<file path="src/rtl/sha256_pkg.sv">
// SHA-256 hasher package: payload structs, front/back command struct, round
// constants and round helper functions. No dependencies.
`timescale 1ns / 1ps
`default_nettype none
package sha256_pkg;

    typedef struct packed {
        logic [7:0] data_byte;
        logic       has_byte;
        logic       ends_message;
    } in_item_t;

    typedef struct packed {
        logic [31:0] digest_word;
        logic [2:0]  word_index;
        logic        last_word;
    } out_item_t;

    // command from the front (packer) to the back (compressor)
    typedef struct packed {
        logic [511:0] block;
        logic         final_blk;
    } blk_cmd_t;

    typedef enum logic [1:0] {
        FR_BYTES,
        FR_PAD,
        FR_LEN
    } front_state_t;

    typedef enum logic [1:0] {
        BK_IDLE,
        BK_ROUND,
        BK_ADD,
        BK_EMIT
    } back_state_t;

    localparam int QueueDepth = 2;
    localparam logic [7:0] PadByte = 8'h80;
    localparam logic [5:0] LenStart = 6'd56;

    localparam logic [255:0] InitHash = {
        32'h6a09e667, 32'hbb67ae85, 32'h3c6ef372, 32'ha54ff53a,
        32'h510e527f, 32'h9b05688c, 32'h1f83d9ab, 32'h5be0cd19
    };

    localparam logic [31:0] RoundK [64] = '{
        32'h428a2f98, 32'h71374491, 32'hb5c0fbcf, 32'he9b5dba5,
        32'h3956c25b, 32'h59f111f1, 32'h923f82a4, 32'hab1c5ed5,
        32'hd807aa98, 32'h12835b01, 32'h243185be, 32'h550c7dc3,
        32'h72be5d74, 32'h80deb1fe, 32'h9bdc06a7, 32'hc19bf174,
        32'he49b69c1, 32'hefbe4786, 32'h0fc19dc6, 32'h240ca1cc,
        32'h2de92c6f, 32'h4a7484aa, 32'h5cb0a9dc, 32'h76f988da,
        32'h983e5152, 32'ha831c66d, 32'hb00327c8, 32'hbf597fc7,
        32'hc6e00bf3, 32'hd5a79147, 32'h06ca6351, 32'h14292967,
        32'h27b70a85, 32'h2e1b2138, 32'h4d2c6dfc, 32'h53380d13,
        32'h650a7354, 32'h766a0abb, 32'h81c2c92e, 32'h92722c85,
        32'ha2bfe8a1, 32'ha81a664b, 32'hc24b8b70, 32'hc76c51a3,
        32'hd192e819, 32'hd6990624, 32'hf40e3585, 32'h106aa070,
        32'h19a4c116, 32'h1e376c08, 32'h2748774c, 32'h34b0bcb5,
        32'h391c0cb3, 32'h4ed8aa4a, 32'h5b9cca4f, 32'h682e6ff3,
        32'h748f82ee, 32'h78a5636f, 32'h84c87814, 32'h8cc70208,
        32'h90befffa, 32'ha4506ceb, 32'hbef9a3f7, 32'hc67178f2
    };

    function automatic logic [31:0] ror(input logic [31:0] x, input int n);
        return (x >> n) | (x << (32 - n));
    endfunction

    function automatic logic [31:0] ssig0(input logic [31:0] x);
        return ror(x, 7) ^ ror(x, 18) ^ (x >> 3);
    endfunction

    function automatic logic [31:0] ssig1(input logic [31:0] x);
        return ror(x, 17) ^ ror(x, 19) ^ (x >> 10);
    endfunction

    function automatic logic [31:0] bsig0(input logic [31:0] x);
        return ror(x, 2) ^ ror(x, 13) ^ ror(x, 22);
    endfunction

    function automatic logic [31:0] bsig1(input logic [31:0] x);
        return ror(x, 6) ^ ror(x, 11) ^ ror(x, 25);
    endfunction

endpackage
`default_nettype wire

</file>
<file path="src/rtl/sha256_queue.sv">
// Two-entry block queue between front and back.
// Depends on sha256_pkg (blk_cmd_t, QueueDepth).
`timescale 1ns / 1ps
`default_nettype none
module sha256_queue
    import sha256_pkg::*;
(
    input  wire logic     clk,
    input  wire logic     rst_n,
    input  wire blk_cmd_t wr_data,
    input  wire logic     wr_valid,
    output logic          wr_ready,
    output blk_cmd_t      rd_data,
    output logic          rd_valid,
    input  wire logic     rd_ready
);

    localparam int PtrW = $clog2(QueueDepth);

    blk_cmd_t          mem_reg [QueueDepth];
    logic [PtrW-1:0]   wp_reg, rp_reg;
    logic [PtrW:0]     cnt_reg;
    logic              wr_en, rd_en;

    assign wr_ready = (cnt_reg != PtrW'(0) + (PtrW + 1)'(QueueDepth));
    assign rd_valid = (cnt_reg != '0);
    assign wr_en    = wr_valid && wr_ready;
    assign rd_en    = rd_valid && rd_ready;
    assign rd_data  = mem_reg[rp_reg];

    always_ff @(posedge clk)
    begin
        if (wr_en)
        begin
            mem_reg[wp_reg] <= wr_data;
        end
    end

    always_ff @(posedge clk or negedge rst_n)
    begin
        if (!rst_n)
        begin
            wp_reg  <= '0;
            rp_reg  <= '0;
            cnt_reg <= '0;
        end
        else
        begin
            if (wr_en)
            begin
                wp_reg <= (wp_reg == PtrW'(QueueDepth - 1)) ? '0 : wp_reg + PtrW'(1);
            end
            if (rd_en)
            begin
                rp_reg <= (rp_reg == PtrW'(QueueDepth - 1)) ? '0 : rp_reg + PtrW'(1);
            end
            cnt_reg <= cnt_reg + (PtrW + 1)'(wr_en) - (PtrW + 1)'(rd_en);
        end
    end

endmodule
`default_nettype wire

</file>
<file path="config.mk">
export PLATFORM = sky130hd
export DESIGN_NAME = sha256_queue
export DESIGN_NICKNAME = d
export VERILOG_FILES = /design/src/rtl/sha256_pkg.sv /design/src/rtl/sha256_queue.sv
export SDC_FILE = /design/constraint.sdc
export NUM_CORES = 1
export LEC_CHECK = 0
export BUFFER_PORTS_ARGS = -buffer_cell sky130_fd_sc_hd__buf_2
export CAP_MARGIN = 40
export CORE_AREA = 3 3 404 406
export CTS_CLUSTER_DIAMETER = 200
export CTS_CLUSTER_SIZE = 30
export DETAILED_ROUTE_END_ITERATION = 16
export DIE_AREA = 0 0 407 409
export GPL_TIMING_DRIVEN = 0
export PLACE_DENSITY = 0.5
export SLEW_MARGIN = 20
export SYNTH_ARGS = -nofsm -noshare
export SYNTH_HDL_FRONTEND = slang
export SYNTH_SLANG_ARGS = --single-unit
</file>
<file path="constraint.sdc">
create_clock -name clk -period 28.9 [get_ports clk]
set_input_delay 1.445 -clock clk [delete_from_list [all_inputs] [get_ports clk]]
set_output_delay 1.445 -clock clk [all_outputs]
set_load 0.01 [all_outputs]
</file>
# [After elaboration in Yosys (flattened, before gate mapping)]
# Memory sizes are Yosys's and may differ from the RTL's.
# Index checks and enable logic that the tools add are counted.
[totals] reg_bits=4 mem_bits_rw=1026 word_cells=16 n_memories=1 inputBits=517
[memory_table] memory="mem_reg" depth=2 word_bits=513 read_ports=1 rd_ports_with_merged_regs=0 wr=1 line_no="sha256_queue.sv:20" text="blk_cmd_t mem_reg [QueueDepth];"
[op_classes] eq_ne=1 n_reduce_logical=3 add_sub_neg=4 mux=4
[ops] op="two-way mux 1 bit" n=4
[ops] op="adder 1 bit (second input constant)" n=2
[ops] op="adder 2 x 1 -> 2 bit" n=1
[ops] op="logical AND 1 bit" n=2
[ops] op="!= test 2 bit (second input constant)" n=1
[ops] op="nonzero test 2 bit" n=1
[ops] op="subtractor 2 x 1 -> 2 bit" n=1

# [Depth between registers and ports, before layout]
[logic_depth] depth_word=4 ltp_mapped=5 depth_no_buf=5

# [Worst setup path before layout]
# OpenSTA, ideal clock, no wires.
[synth_path] path_type="input -> register" start="in wr_valid" end="mem mem_reg[0][0] in the netlist's numbering, enable pin" cell_stages=2 setup_time_ns=1.400 path_buffers=0 t_arrival_ns=22.738 setup_slack_ns=4.762 cell_sequence="nand2_1 nor2_1"
[synth_via] elab_chain_len=3
[synth_lines] item="start: declaration" line_no="sha256_queue.sv:11" text="input wire logic wr_valid,"
[synth_lines] item="logical AND 1 bit" line_no="sha256_queue.sv:27" text="assign wr_en = wr_valid && wr_ready;"
[synth_lines] item="two-way mux 1 bit" line_no="sha256_queue.sv:33" text="if (wr_en)"
[synth_lines] item="two-way mux 1 bit (implied by the code)" line_no="sha256_queue.sv:35" text="mem_reg[wp_reg] <= wr_data;"
[synth_lines] item="end: declaration" line_no="sha256_queue.sv:20"
# Every way passes these cells.

==> flow_summary_export.csv <==
group,metric,value,unit
clock_network,postCtsHoldBufs,0,
floorplanning,design.core.area,0.160,mm2
global_routing,grt_start_max_net_pins,48,
power_and_ir_drop,pwr-share-clk,14.8,%
detailed_routing,post-route-drc-count,0,
clock_network,cts.sinks,1030,
detailed_routing,drt_wl_total,111000,um
final_layout,register_area,0.0309,mm2
sta,finalSetupViolations,0,
synth,syn_area_per_cell,24.3,um2
final_layout,largest_reg_flops,1026,
final_layout,layout.nets,3250,
synth,syn_area,0.0393,mm2
status,status,"finished clean",
sta,worst_slew_pin_slew,0.486,ns
clock_network,clock-root-buffer,"clkbuf_16",
clock_network,cts_buffers,40,
placed_design,dp.cells,4850,
power_and_ir_drop,intPower,3.22,mW
setup_path,worstPathArrival,2.45,ns
floorplanning,ios,1032,
power_and_ir_drop,power,4.76,mW
synth,ys_seq_elements,1030,
sta,rsz0062_at_grt,"false",
clock_network,cts_resized,0,
sta,finalHoldViolCount,0,
job,cap_violations,0,
global_routing,grt_pass1_wl,151000,um
synth,yosysWarnings,0,
setup_path,end_kind,"primary output",
power_and_ir_drop,pwr-share-seq,44.0,%
power_and_ir_drop,swShare,32.3,%
final_layout,drive_above_1_share,61.6,%
detailed_routing,routed_via_density,3.92,
detailed_routing,dr.pass1.iters,4,
setup_path,path_class,"reg -> out",
floorplanning,rows,147,
power_and_ir_drop,comb_power_share,41.2,%
floorplanning,die_w,407,um
clock_network,post-cts-setup-buffers,0,
clock_network,htreeDepth,2,
power_and_ir_drop,switching_power,1.54,mW
sta,fin_crit_sh,13.5,%
floorplanning,die-height,409,um
floorplanning,die_area,0.166,mm2
sta,relSlewSlack,67.6,%
placed_design,dpl.hpwl,87000,um
final_layout,synthToLayoutAreaGrowth,25.5,%
clock_network,clk_pin_slew_worst_paths,0.12,ns
detailed_routing,drt-initial-drc-count,986,
global_routing,grt.overflow.total,0,
sta,final.min_clock_period,3.89,ns
power_and_ir_drop,irDropWorstVdd,0.0520,mV
synth,synth_nets,2136,
sta,fmax,257,MHz
setup_path,crit_required,27.45,ns
clock_network,clockBufferDepth,3,
final_layout,instances_no_fill,4923,
detailed_routing,dr_total_vias,19301,
synth,netlist_instances,1618,
placed_design,place_congestion,0.756,
detailed_routing,wl_per_cell,22.6,um
sta,maxSlewViolCount,0,
sta,clock_skew,0.0157,ns
power_and_ir_drop,power_leakage,19.0,nW
final_layout,multi_input_area,0.00763,mm2
placed_design,io_buffer_count,1031,
final_layout,fill_cells,15785,
detailed_routing,antenna_left,0,
global_routing,antenna_found_initial,59,
clock_network,clk_latency,0.63,ns
global_routing,grtUsageTotal,12.8,%
setup_path,critPathLaunchType,"flop",
min_path,hp-class,"reg -> reg",
synth,ys_seq_area_share,78.7,%
synth,synth.distinct_cells,20,
power_and_ir_drop,powerDensity,96.6,mW/mm2
floorplanning,start_util,24.5,%
setup_path,cp_max_fo,10,
global_routing,first_global_vias,19930,
clock_network,cts_tree,"done",
power by group through the flow:
| stage | logic, mW | clock network [mW] | registers, mW |
|---|---|---|---|
| after floorplan | 1.16 | 0 | 2.40 |
| after global placement | 1.91 | 0 | 2.62 |
| after detailed placement | 2.02 | 0 | 2.14 |
| after CTS | 2.02 | 0.744 | 2.10 |
| after global routing | 2.10 | 0.789 | 2.13 |
| final | 1.96 | 0.705 | 2.10 |
routing by layer:
metal	part of all wire (%)	global-route usage [%]	wire length, um
met1	35	13.3	39100
met2	52	22.9	57500
met3	11	5.67	11800
met4	2.6	3.84	2870
met5	0.19	0	207
cells in the final DEF, fill, tap and decap left out, types with 2 or more instances in the layout:
cell type | netlist | layout
nand2_1 | 2 | 2
mux2_2 | 53 | 53
buf_2 | 5 | 1036
buf_8 | 30 | 30
xnor2_1 | 3 | 3
mux2_4 | 460 | 460
buf_6 | 22 | 22
buf_16 | 0 | 22
buf_12 | 0 | 19
dfrtp_1 | 4 | 4
clkbuf_1 | 0 | 7
edfxtp_1 | 1026 | 1026
nor2_1 | 3 | 2
diode_2 | 0 | 23
clkbuf_16 | 0 | 41
worst paths after layout:
check | to | startpoint | depth (start not counted) | slack (ns)
worst max-delay path | rd_data[239] | rp_reg$_DFFE_PN0P_ | 5 | 25.01
worst min-delay path | wp_reg$_DFFE_PN0P_ | wp_reg$_DFFE_PN0P_ | 1 | 0.57
worst max register to register | mem_reg[1][155]$_DFFE_PP_ | cnt_reg[0]$_DFF_PN0_ | 8 | 25.66
worst min register to register | wp_reg$_DFFE_PN0P_ | wp_reg$_DFFE_PN0P_ | 1 | 0.57
max in group asynchronous | rp_reg$_DFFE_PN0P_ | rst_n | 1 | 28.19
min in group asynchronous | wp_reg$_DFFE_PN0P_ | rst_n | 1 | 0.60
cells in the mapped netlist:
cell type / instances / share of area, %
dfrtp_1: 4 / 0.25
a211oi_1: 1 / 0.019
nand2_1: 2 / 0.019
nor2_1: 3 / 0.029
and3_1: 1 / 0.016
edfxtp_1: 1026 / 78
a32oi_1: 1 / 0.022
mux2_4: 460 / 18
ha_1: 1 / 0.032
xnor2_1: 3 / 0.067
buf_2: 5 / 0.064
mux2_2: 53 / 1.5
nand3_1: 1 / 0.013
buf_6: 22 / 0.63
a21bo_2: 1 / 0.025
o21ai_0: 1 / 0.013
nor2b_1: 1 / 0.016
nand2b_1: 1 / 0.016
or2_2: 1 / 0.016
buf_8: 30 / 1.1
per-stage QoR:
step	utilization [%]	setup TNS, ns	setup WS (ns)	hold WS (ns)	area, um2
floorplan	-	0	4.76	0.460	39300
global placement	29.4	-5655.58	-11.16	0.474	47100
detailed placement	30.0	0	24.59	0.551	48100
CTS	30.7	0	24.74	0.501	49200
global route	30.7	0	24.75	0.524	49200
finish	30.7	0	25.01	0.566	49300
cell type report:
cell class              count  area share [%]
repair buffers           1072            12.5
diodes                     23           0.117
clock inverters             2          0.0508
multi-input cells         531            15.5
well taps                2160            5.49
clock buffers              48            2.14
flip-flops and latches   1030            62.8
plain buffers              57            1.47
critical path: stages, from the launching register on:
cell,delay (ns)
dfrtp_1,0.36
buf_6,0.24
buf_8,0.31
buf_6,0.30
mux2_4,0.32
buf_2,0.22
kinds of logic after synthesis:
kind of cell    Yosys count  share of synthesized area (%)
flops                  1030                           78.7
mux                     513                           19.1
buf+inv                  57                           1.84
simple gates             10                          0.124
compound gates            4                         0.0797
xor+xnor                  3                         0.0669
fa+ha+maj                 1                         0.0319
Power figures use the tool's default switching activity.
