File: config.mk
export PLATFORM = sky130hd
export DESIGN_NAME = sha256_front
export DESIGN_NICKNAME = d
export VERILOG_FILES = /design/src/rtl/sha256_pkg.sv /design/src/rtl/sha256_front.sv
export SDC_FILE = /design/constraint.sdc
export NUM_CORES = 2
export LEC_CHECK = 0
export BUFFER_PORTS_ARGS = -buffer_cell sky130_fd_sc_hd__buf_2
export CORE_UTILIZATION = 35
export DETAILED_ROUTE_END_ITERATION = 10
export MAX_ROUTING_LAYER = met4
export PLACE_DENSITY = 0.61
export SETUP_SLACK_MARGIN = 0.3
export SYNTH_ARGS = -nofsm -noshare
export SYNTH_HDL_FRONTEND = slang
export SYNTH_SLANG_ARGS = --single-unit
File: constraint.sdc
create_clock -name clk -period 3.2 [get_ports clk]
set_input_delay 0.16 -clock clk [delete_from_list [all_inputs] [get_ports clk]]
set_output_delay 0.16 -clock clk [all_outputs]
set_load 0.01 [all_outputs]
File: src/rtl/sha256_pkg.sv
// SHA-256 hasher package: payload structs, front/back command struct, round
// constants and round helper functions. No dependencies.
`timescale 1ns / 1ps
`default_nettype none
package sha256_pkg;

    typedef struct packed {
        logic [7:0] data_byte;
        logic       has_byte;
        logic       ends_message;
    } in_item_t;

    typedef struct packed {
        logic [31:0] digest_word;
        logic [2:0]  word_index;
        logic        last_word;
    } out_item_t;

    // command from the front (packer) to the back (compressor)
    typedef struct packed {
        logic [511:0] block;
        logic         final_blk;
    } blk_cmd_t;

    typedef enum logic [1:0] {
        FR_BYTES,
        FR_PAD,
        FR_LEN
    } front_state_t;

    typedef enum logic [1:0] {
        BK_IDLE,
        BK_ROUND,
        BK_ADD,
        BK_EMIT
    } back_state_t;

    localparam int QueueDepth = 2;
    localparam logic [7:0] PadByte = 8'h80;
    localparam logic [5:0] LenStart = 6'd56;

    localparam logic [255:0] InitHash = {
        32'h6a09e667, 32'hbb67ae85, 32'h3c6ef372, 32'ha54ff53a,
        32'h510e527f, 32'h9b05688c, 32'h1f83d9ab, 32'h5be0cd19
    };

    localparam logic [31:0] RoundK [64] = '{
        32'h428a2f98, 32'h71374491, 32'hb5c0fbcf, 32'he9b5dba5,
        32'h3956c25b, 32'h59f111f1, 32'h923f82a4, 32'hab1c5ed5,
        32'hd807aa98, 32'h12835b01, 32'h243185be, 32'h550c7dc3,
        32'h72be5d74, 32'h80deb1fe, 32'h9bdc06a7, 32'hc19bf174,
        32'he49b69c1, 32'hefbe4786, 32'h0fc19dc6, 32'h240ca1cc,
        32'h2de92c6f, 32'h4a7484aa, 32'h5cb0a9dc, 32'h76f988da,
        32'h983e5152, 32'ha831c66d, 32'hb00327c8, 32'hbf597fc7,
        32'hc6e00bf3, 32'hd5a79147, 32'h06ca6351, 32'h14292967,
        32'h27b70a85, 32'h2e1b2138, 32'h4d2c6dfc, 32'h53380d13,
        32'h650a7354, 32'h766a0abb, 32'h81c2c92e, 32'h92722c85,
        32'ha2bfe8a1, 32'ha81a664b, 32'hc24b8b70, 32'hc76c51a3,
        32'hd192e819, 32'hd6990624, 32'hf40e3585, 32'h106aa070,
        32'h19a4c116, 32'h1e376c08, 32'h2748774c, 32'h34b0bcb5,
        32'h391c0cb3, 32'h4ed8aa4a, 32'h5b9cca4f, 32'h682e6ff3,
        32'h748f82ee, 32'h78a5636f, 32'h84c87814, 32'h8cc70208,
        32'h90befffa, 32'ha4506ceb, 32'hbef9a3f7, 32'hc67178f2
    };

    function automatic logic [31:0] ror(input logic [31:0] x, input int n);
        return (x >> n) | (x << (32 - n));
    endfunction

    function automatic logic [31:0] ssig0(input logic [31:0] x);
        return ror(x, 7) ^ ror(x, 18) ^ (x >> 3);
    endfunction

    function automatic logic [31:0] ssig1(input logic [31:0] x);
        return ror(x, 17) ^ ror(x, 19) ^ (x >> 10);
    endfunction

    function automatic logic [31:0] bsig0(input logic [31:0] x);
        return ror(x, 2) ^ ror(x, 13) ^ ror(x, 22);
    endfunction

    function automatic logic [31:0] bsig1(input logic [31:0] x);
        return ror(x, 6) ^ ror(x, 11) ^ ror(x, 25);
    endfunction

endpackage
`default_nettype wire

File: src/rtl/sha256_front.sv
// SHA-256 front: packs message bytes into 512-bit blocks and appends padding.
// Depends on sha256_pkg. Hands complete blocks to the block queue.
`timescale 1ns / 1ps
`default_nettype none
module sha256_front
    import sha256_pkg::*;
(
    input  wire logic     clk,
    input  wire logic     rst_n,
    input  wire in_item_t in_item,
    input  wire logic     push,
    output logic          full,
    output blk_cmd_t      blk,
    output logic          blk_valid,
    input  wire logic     blk_ready
);

    front_state_t state_reg, state_next;
    logic [511:0] block_reg, block_next;
    logic [5:0]   count_reg, count_next;
    logic [63:0]  bits_reg, bits_next;

    logic [511:0] with_byte;
    logic [7:0]   put_val;

    always_comb
    begin
        with_byte = block_reg;
        with_byte[511 - 8 * count_reg -: 8] = put_val;
    end

    always_comb
    begin
        state_next = state_reg;
        block_next = block_reg;
        count_next = count_reg;
        bits_next  = bits_reg;
        blk_valid  = 1'b0;
        blk.block  = with_byte;
        blk.final_blk = 1'b0;
        full       = 1'b1;
        put_val    = in_item.data_byte;
        unique case (state_reg)
            FR_BYTES:
            begin
                // a byte that closes a block needs the queue
                full = in_item.has_byte && (count_reg == 6'd63) && !blk_ready;
                if (push && !full)
                begin
                    if (in_item.has_byte)
                    begin
                        bits_next = bits_reg + 64'd8;
                        blk_valid = (count_reg == 6'd63);
                        block_next = (count_reg == 6'd63) ? '0 : with_byte;
                        count_next = count_reg + 6'd1;
                    end
                    if (in_item.ends_message)
                    begin
                        state_next = FR_PAD;
                    end
                end
            end
            FR_PAD:
            begin
                put_val = PadByte;
                if (count_reg >= LenStart)
                begin
                    // no room for length: flush this block padded with zeros
                    blk_valid = 1'b1;
                    if (blk_ready)
                    begin
                        block_next = '0;
                        count_next = '0;
                        state_next = FR_LEN;
                    end
                end
                else
                begin
                    block_next = with_byte;
                    count_next = count_reg + 6'd1;
                    state_next = FR_LEN;
                end
            end
            FR_LEN:
            begin
                blk.block = {block_reg[511:64], bits_reg};
                blk.final_blk = 1'b1;
                blk_valid = 1'b1;
                if (blk_ready)
                begin
                    block_next = '0;
                    count_next = '0;
                    bits_next  = '0;
                    state_next = FR_BYTES;
                end
            end
            default: state_next = FR_BYTES;
        endcase
    end

    always_ff @(posedge clk or negedge rst_n)
    begin
        if (!rst_n)
        begin
            state_reg <= FR_BYTES;
            block_reg <= '0;
            count_reg <= '0;
            bits_reg  <= '0;
        end
        else
        begin
            state_reg <= state_next;
            block_reg <= block_next;
            count_reg <= count_next;
            bits_reg  <= bits_next;
        end
    end

endmodule
`default_nettype wire

# ---- Word-level counts from Yosys, hierarchy flattened
# Index checks and enable logic that the tools add are counted.
dict set report op_classes {
  n_eq_ne 8
  n_mux 29
  add_sub_neg 4
  reduce_logical 11
  n_lt_le_gt_ge 1
  shift 2
}
# operator count
set ops {}
lappend ops {{$mux 512} 5}
lappend ops {{$pmux 512 s3} 1}
lappend ops {{$shift 8x34->519 const A} 1}
lappend ops {{$shiftx 8x34->519} 1}
lappend ops {{$mux 513} 1}
lappend ops {{$bwmux 512} 1}
lappend ops {{$mux 64} 3}
lappend ops {{$pmux 64 s2} 1}
lappend ops {{$add 64x4->64 const B} 1}
lappend ops {{$neg 32->34} 1}
lappend ops {{$mux 6} 4}
lappend ops {{$pmux 6 s3} 1}
lappend ops {{$mux 2} 5}
lappend ops {{$sub 9x9->10 const A} 1}
lappend ops {{$mux 8} 1}
lappend ops {{$ne 2x2->1 const B} 4}
lappend ops {{$reduce_and 4->1} 2}
lappend ops {{$add 6x1->6 const B} 1}
lappend ops {{$eq 6x6->1 const B} 1}
lappend ops {{$ge 6x6->1 const B} 1}
lappend ops {{$pmux 2 s3} 1}
lappend ops {{$mux 1} 4}
lappend ops {{$logic_and 1x1->1} 3}
lappend ops {{$ne 3x3->1 const B} 1}
lappend ops {{other kinds (8)} 9}
dict set report totals {
  inputBits 14
  reg_bits 584
  word_cells 59
}

# ---- Depth between registers and ports, before layout
dict set report logic_depth {
  depth_word 8
  depth_mapped 13
  ltp_nobuf 7
}

# ---- Least setup slack after synthesis
# OpenSTA, ideal clock, no wires.
dict set report synth_path {
  kind {reg2out}
  from {register count_reg[2]}
  to {output blk[417] in the netlist's numbering}
  arrival_time_ps 2866
  t_required_ps 3040
  setup_slack_ps 174
  path_stages_with_launch 11
  cell_sequence {dfrtp_1 clkbuf_1 clkbuf_1 buf_1 inv_1 clkbuf_1 ha_1 nand2b_1 buf_1 nor3_1 mux2_2}
}
# element line_no
set synth_rtl {}
lappend synth_rtl {{start, declared} sha256_front.sv:20} ;# logic [5:0] count_reg, count_next;
lappend synth_rtl {{start signal, assigned} sha256_front.sv:114} ;# count_reg <= count_next;
lappend synth_rtl {{end, declared} sha256_front.sv:13} ;# output blk_cmd_t blk,

# ---- Worst setup path in the final report
dict set report layout_path {
  from {register state_reg[0]}
  to {register block_reg[178]}
}
dict set report layout_via {
  elab_chain_len 8
  elab_cells_between_ends 15
  classes_between {eq/ne (4); shift (1); mux (7); reduce/logical (3)}
}
# element line_no
set layout_lines {}
lappend layout_lines {{start, declared} sha256_front.sv:18} ;# front_state_t state_reg, state_next;
lappend layout_lines {{start signal, assigned} sha256_front.sv:112} ;# state_reg <= state_next;
lappend layout_lines {{$eq 2x1->1} sha256_front.sv:43} ;# unique case (state_reg)
lappend layout_lines {{$mux 8} sha256_front.sv:43}
lappend layout_lines {{$shiftx 8x34->519} sha256_front.sv:29} ;# with_byte[511 - 8 * count_reg -: 8] = put_val;
lappend layout_lines {{$bwmux 512} sha256_front.sv:29}
lappend layout_lines {{$mux 512} sha256_front.sv:54} ;# block_next = (count_reg == 6'd63) ? '0 : with_byte;
lappend layout_lines {{$mux 512} sha256_front.sv:50} ;# if (in_item.has_byte)
lappend layout_lines {{$mux 512} sha256_front.sv:48} ;# if (push && !full)
lappend layout_lines {{$pmux 512 s3} sha256_front.sv:43}
lappend layout_lines {{end signal, assigned} sha256_front.sv:113} ;# block_reg <= block_next;
lappend layout_lines {{end, declared} sha256_front.sv:19} ;# logic [511:0] block_reg, block_next;
# Parallel ways exist; a longest one is shown, timed or not. The select of a mux whose other input is x is not followed.
# A chain may end at the register's enable or synchronous reset.

==> run_results.csv <==
group,metric,value,unit
run_status,status,"finished clean",
detailed_routing,route.vias.total,29190,
pwr,switchingPower,0.01240,W
timing,timing.fmax,326.7,MHz
clocking,htreeDepth,3,
detailed_routing,routedWlPerCell,25.77,um
timing,worst_slew_pin_slew,0.9610,ns
detailed_routing,top_layer,"met4",
critical_path,timing.rr.start,"state_reg[0]",
clocking,cts_tree,"yes",
cells_and_area,nets,3779,
critical_path,r2r-end,"block_reg[178]",
critical_path,cp_slowest_cell,"nor3_1",
global_routing,groute.usage.overall,0.2878,
clocking,cts_root_buf,"clkbuf_16",
clocking,clock_path_buffers,3,
place,finalWeightedCongestion,0.9192,
detailed_routing,drcViolationCount,0,
critical_path,r2r_slack,0.14,ns
critical_path,critPathMaxFanout,43,
timing,skew,0.01606,ns
timing,setup_violations,0,
floorplanning,dieArea,87890,um^2
pwr,seqPwrFrac,0.275,
timing,period_share,0.9565,
global_routing,antenna_found_initial,5,
logic_synthesis,ys_top_cells_by_area,"dfrtp_1, mux2_2, a22o_1",
worst_hold_path,hold_end,"state_reg[1]",
timing,min_period,3.061,ns
logic_synthesis,synth-async-reset-ratio,1.000,
detailed_routing,drtPass1Iterations,5,
place,dp_cells,4769,
floorplanning,ioPinCount,529,
pwr,p_per_area,699.2,nW/um^2
logic_synthesis,synth_nets,3120,
critical_path,critical-path-max-stage-delay,0.77,ns
clocking,cts.sinks,581,
pwr,p_clk_frac,0.303,
logic_synthesis,mappedNetlistArea,30350,um^2
floorplanning,core,85550,um^2
clocking,clkSlewWorstSetupHoldPaths,0.05,ns
logic_synthesis,yosysSeqAreaShare,0.4791,
clocking,cts_made_buffers,71,
detailed_routing,wl_met2,58.96,mm
critical_path,crit_top_cell,"inv_1",
timing,slew_violations,0,
critical_path,path_cells,"inv_1 > ha_2 > inv_1 > a21o_1 > nand3_2 > buf_12 > nor3_1 > a32o_1",
detailed_routing,wirelength,127.7,mm
cells_and_area,final_common_cell,"dfrtp_1",
worst_hold_path,hold_depth,4,
detailed_routing,wl_met1,55.20,mm
floorplanning,start_util,0.3547,
cells_and_area,fill_cells,8080,
cells_and_area,final_cell_mix,"dfrtp_1, buf_2, nand2_1, a22o_1, mux2_2",
detailed_routing,wl_met3,9.437,mm
place,hpwl,90.25,mm
cells_and_area,layoutNonFillerInstCount,4955,
critical_path,critical_path_arrival,3.59,ns
logic_synthesis,syn_area_per_cell,9.805,um^2
critical_path,critPathLaunchType,"flip-flop",
global_routing,grt_first_pass_wirelength,182.9,mm
worst_hold_path,hold_start,"push",
timing,finalHoldViolCount,0,
logic_synthesis,synth_edf_count,0,
critical_path,ff2ff_path_depth,8,
detailed_routing,drt-initial-drc-count,2470,
cells_and_area,largest_reg_flops,512,
logic_synthesis,synth.yosys.warnings,0,
pwr,p_comb_frac,0.422,
job,maxCapViolCount,0,
detailed_routing,viasPerCell,5.892,
place,portBuffers,528,
timing,slew_headroom,0.3544,
global_routing,grt_pass1_vias,27410,
clocking,insertion_delay,0.62,ns
worst_hold_path,hold_class,"input pin to flip-flop",
pwr,internal_power,0.01550,W
floorplanning,row_count,107,
cells_and_area,syn_to_final_growth,31.53,%
critical_path,path_class,"flip-flop to flip-flop",
detailed_routing,drtAntennaViolNets,0,
logic_synthesis,yosysTopAreaCell,"dfrtp_1",
pwr,p_sw_frac,0.4445,
cells_and_area,drive_gt1_frac,0.3753,
critical_path,required,3.73,ns
critical_path,worstSetupEndpointType,"flip-flop",
global_routing,grt_max_degree,100,
timing,fin_setup_tns,0,ns
logic_synthesis,synth_top_area_frac,0.4791,
floorplanning,fp.dieW,296.5,um
logic_synthesis,syn_inst,3095,
floorplanning,die_h,296.5,um
timing,rsz0062_at_grt,"yes",
pwr,leakage,18.73,nW
pwr,vdd_drop_max,0.5914,mV
global_routing,grt_remaining_overflow,0,
logic_synthesis,synth-seq-cells,581,
logic_synthesis,ys.flop_type,"dfrtp_1",
logic_synthesis,synth_cell_types,54,
==> power groups by stage <==
stage | Clock, W | Combinational, W | Sequential, W
3_3_place_gp | 0 | 0.00991 | 0.00784
5_1_grt | 0.00886 | 0.0124 | 0.00771
2_1_floorplan | 0 | 0.00529 | 0.00775
6_report | 0.00845 | 0.0118 | 0.00768
3_5_place_dp | 0 | 0.00992 | 0.00783
4_1_cts | 0.00857 | 0.0108 | 0.00771
==> worst max-delay path by stage <==
stage	startpoint	endpoint	slack, ns
finish	state_reg[0]	block_reg[178]	0.14
global route	count_reg[0]	blk[391]	0.07
CTS	count_reg[3]	blk[391]	0.15
detailed placement	count_reg[5]	blk[333]	0.08
global placement	count_reg[3]	block_reg[44]	0.11
floorplan	count_reg[2]	blk[295]	0.37
==> cell families (layout without fill, tap and decap cells) <==
| logic type | after synthesis | in the layout | synth area share |
|---|---|---|---|
| AO/OA/AOI/OAI | 979 | 980 | 0.2339 |
| XOR/XNOR | 15 | 15 | 0.004329 |
| adder cells (fa/ha/maj) | 11 | 11 | 0.004535 |
| buffers and inverters | 238 | 948 | 0.03001 |
| flip-flops | 581 | 581 | 0.4791 |
| multiplexers | 278 | 278 | 0.1016 |
| other | 0 | 3 | 0 |
| AND/OR/NAND/NOR | 993 | 995 | 0.1465 |
==> layer usage <==
layer	global-route usage	vias up
met1	0.3947	14840
li1	-	12930
met2	0.4342	1215
met4	0.09454	0
met3	0.04363	202
met5	-	-
==> metrics by stage <==
| stage | utilization | hold slack [ns] | setup WS, ns | area (um^2) | power (W) |
|---|---|---|---|---|---|
| after CTS | 0.4537 | 0.06042 | 0.1511 | 38810 | 0.02703 |
| final | 0.4666 | 0.08979 | 0.1393 | 39920 | 0.02791 |
| after detailed placement | 0.4142 | 0.2151 | 0.07866 | 35440 | 0.01775 |
| after global placement | 0.4142 | 0.2051 | 0.1076 | 35440 | 0.01775 |
| after floorplan | - | -0.1356 | 0.3728 | 30360 | 0.01304 |
| after global routing | 0.4666 | 0.1236 | 0.07371 | 39920 | 0.02892 |
==> repair_timing <==
item,in CTS,in global routing
hold buffers,1,0
endpoints found under the hold margin,62,0
cloned,2,3
gates resized for setup,278,273
buffers inserted,24,26
pin swaps,3,11
endpoints found under the setup margin,880,750
==> critical path, delay by kind of cell, from the launching register on <==
| family | cells | cell delay (ns) |
|---|---|---|
| buffers and inverters | 3 | 0.69 |
| AO/OA/AOI/OAI | 2 | 0.64 |
| adder cells (fa/ha/maj) | 1 | 0.31 |
| flip-flops | 1 | 0.41 |
| AND/OR/NAND/NOR | 2 | 0.91 |
==> synth_stat cells (all sizes together), types with 2 or more instances <==
cell and number:
dfrtp 581, nand2 461, o21ai 333, a22o 305, mux2 240, nor2 190, clkbuf 188, o2bb2ai 112
nor3 104, a32o 98, a21oi 76, nand3 64, mux2i 38, o31ai 31, inv 27, or3 26
and2 25, or4 24, buf 21, nand4 20, and3 17, nor4 17, nor2b 15, nand2b 14
xnor2 13, ha 11, or2 8, a211oi 5, and4 5, o22ai 4, a31oi 3, a21o 2
clkinv 2, o311a 2, o311ai 2, xor2 2
==> area by class of cell <==
cell class / instances / area (um^2) / area share
Multi-Input combinational cell: 2279 / 16360 / 0.4098
Clock inverter: 31 / 397.9 / 0.009968
Inverter: 29 / 121.4 / 0.003041
Tap cell: 1144 / 1431 / 0.03586
Clock buffer: 96 / 2022 / 0.05066
Antenna cell: 3 / 7.507 / 0.0001881
Sequential cell: 581 / 14550 / 0.3646
Timing Repair Buffer: 792 / 5025 / 0.1259
Power figures use the tool's default switching activity.
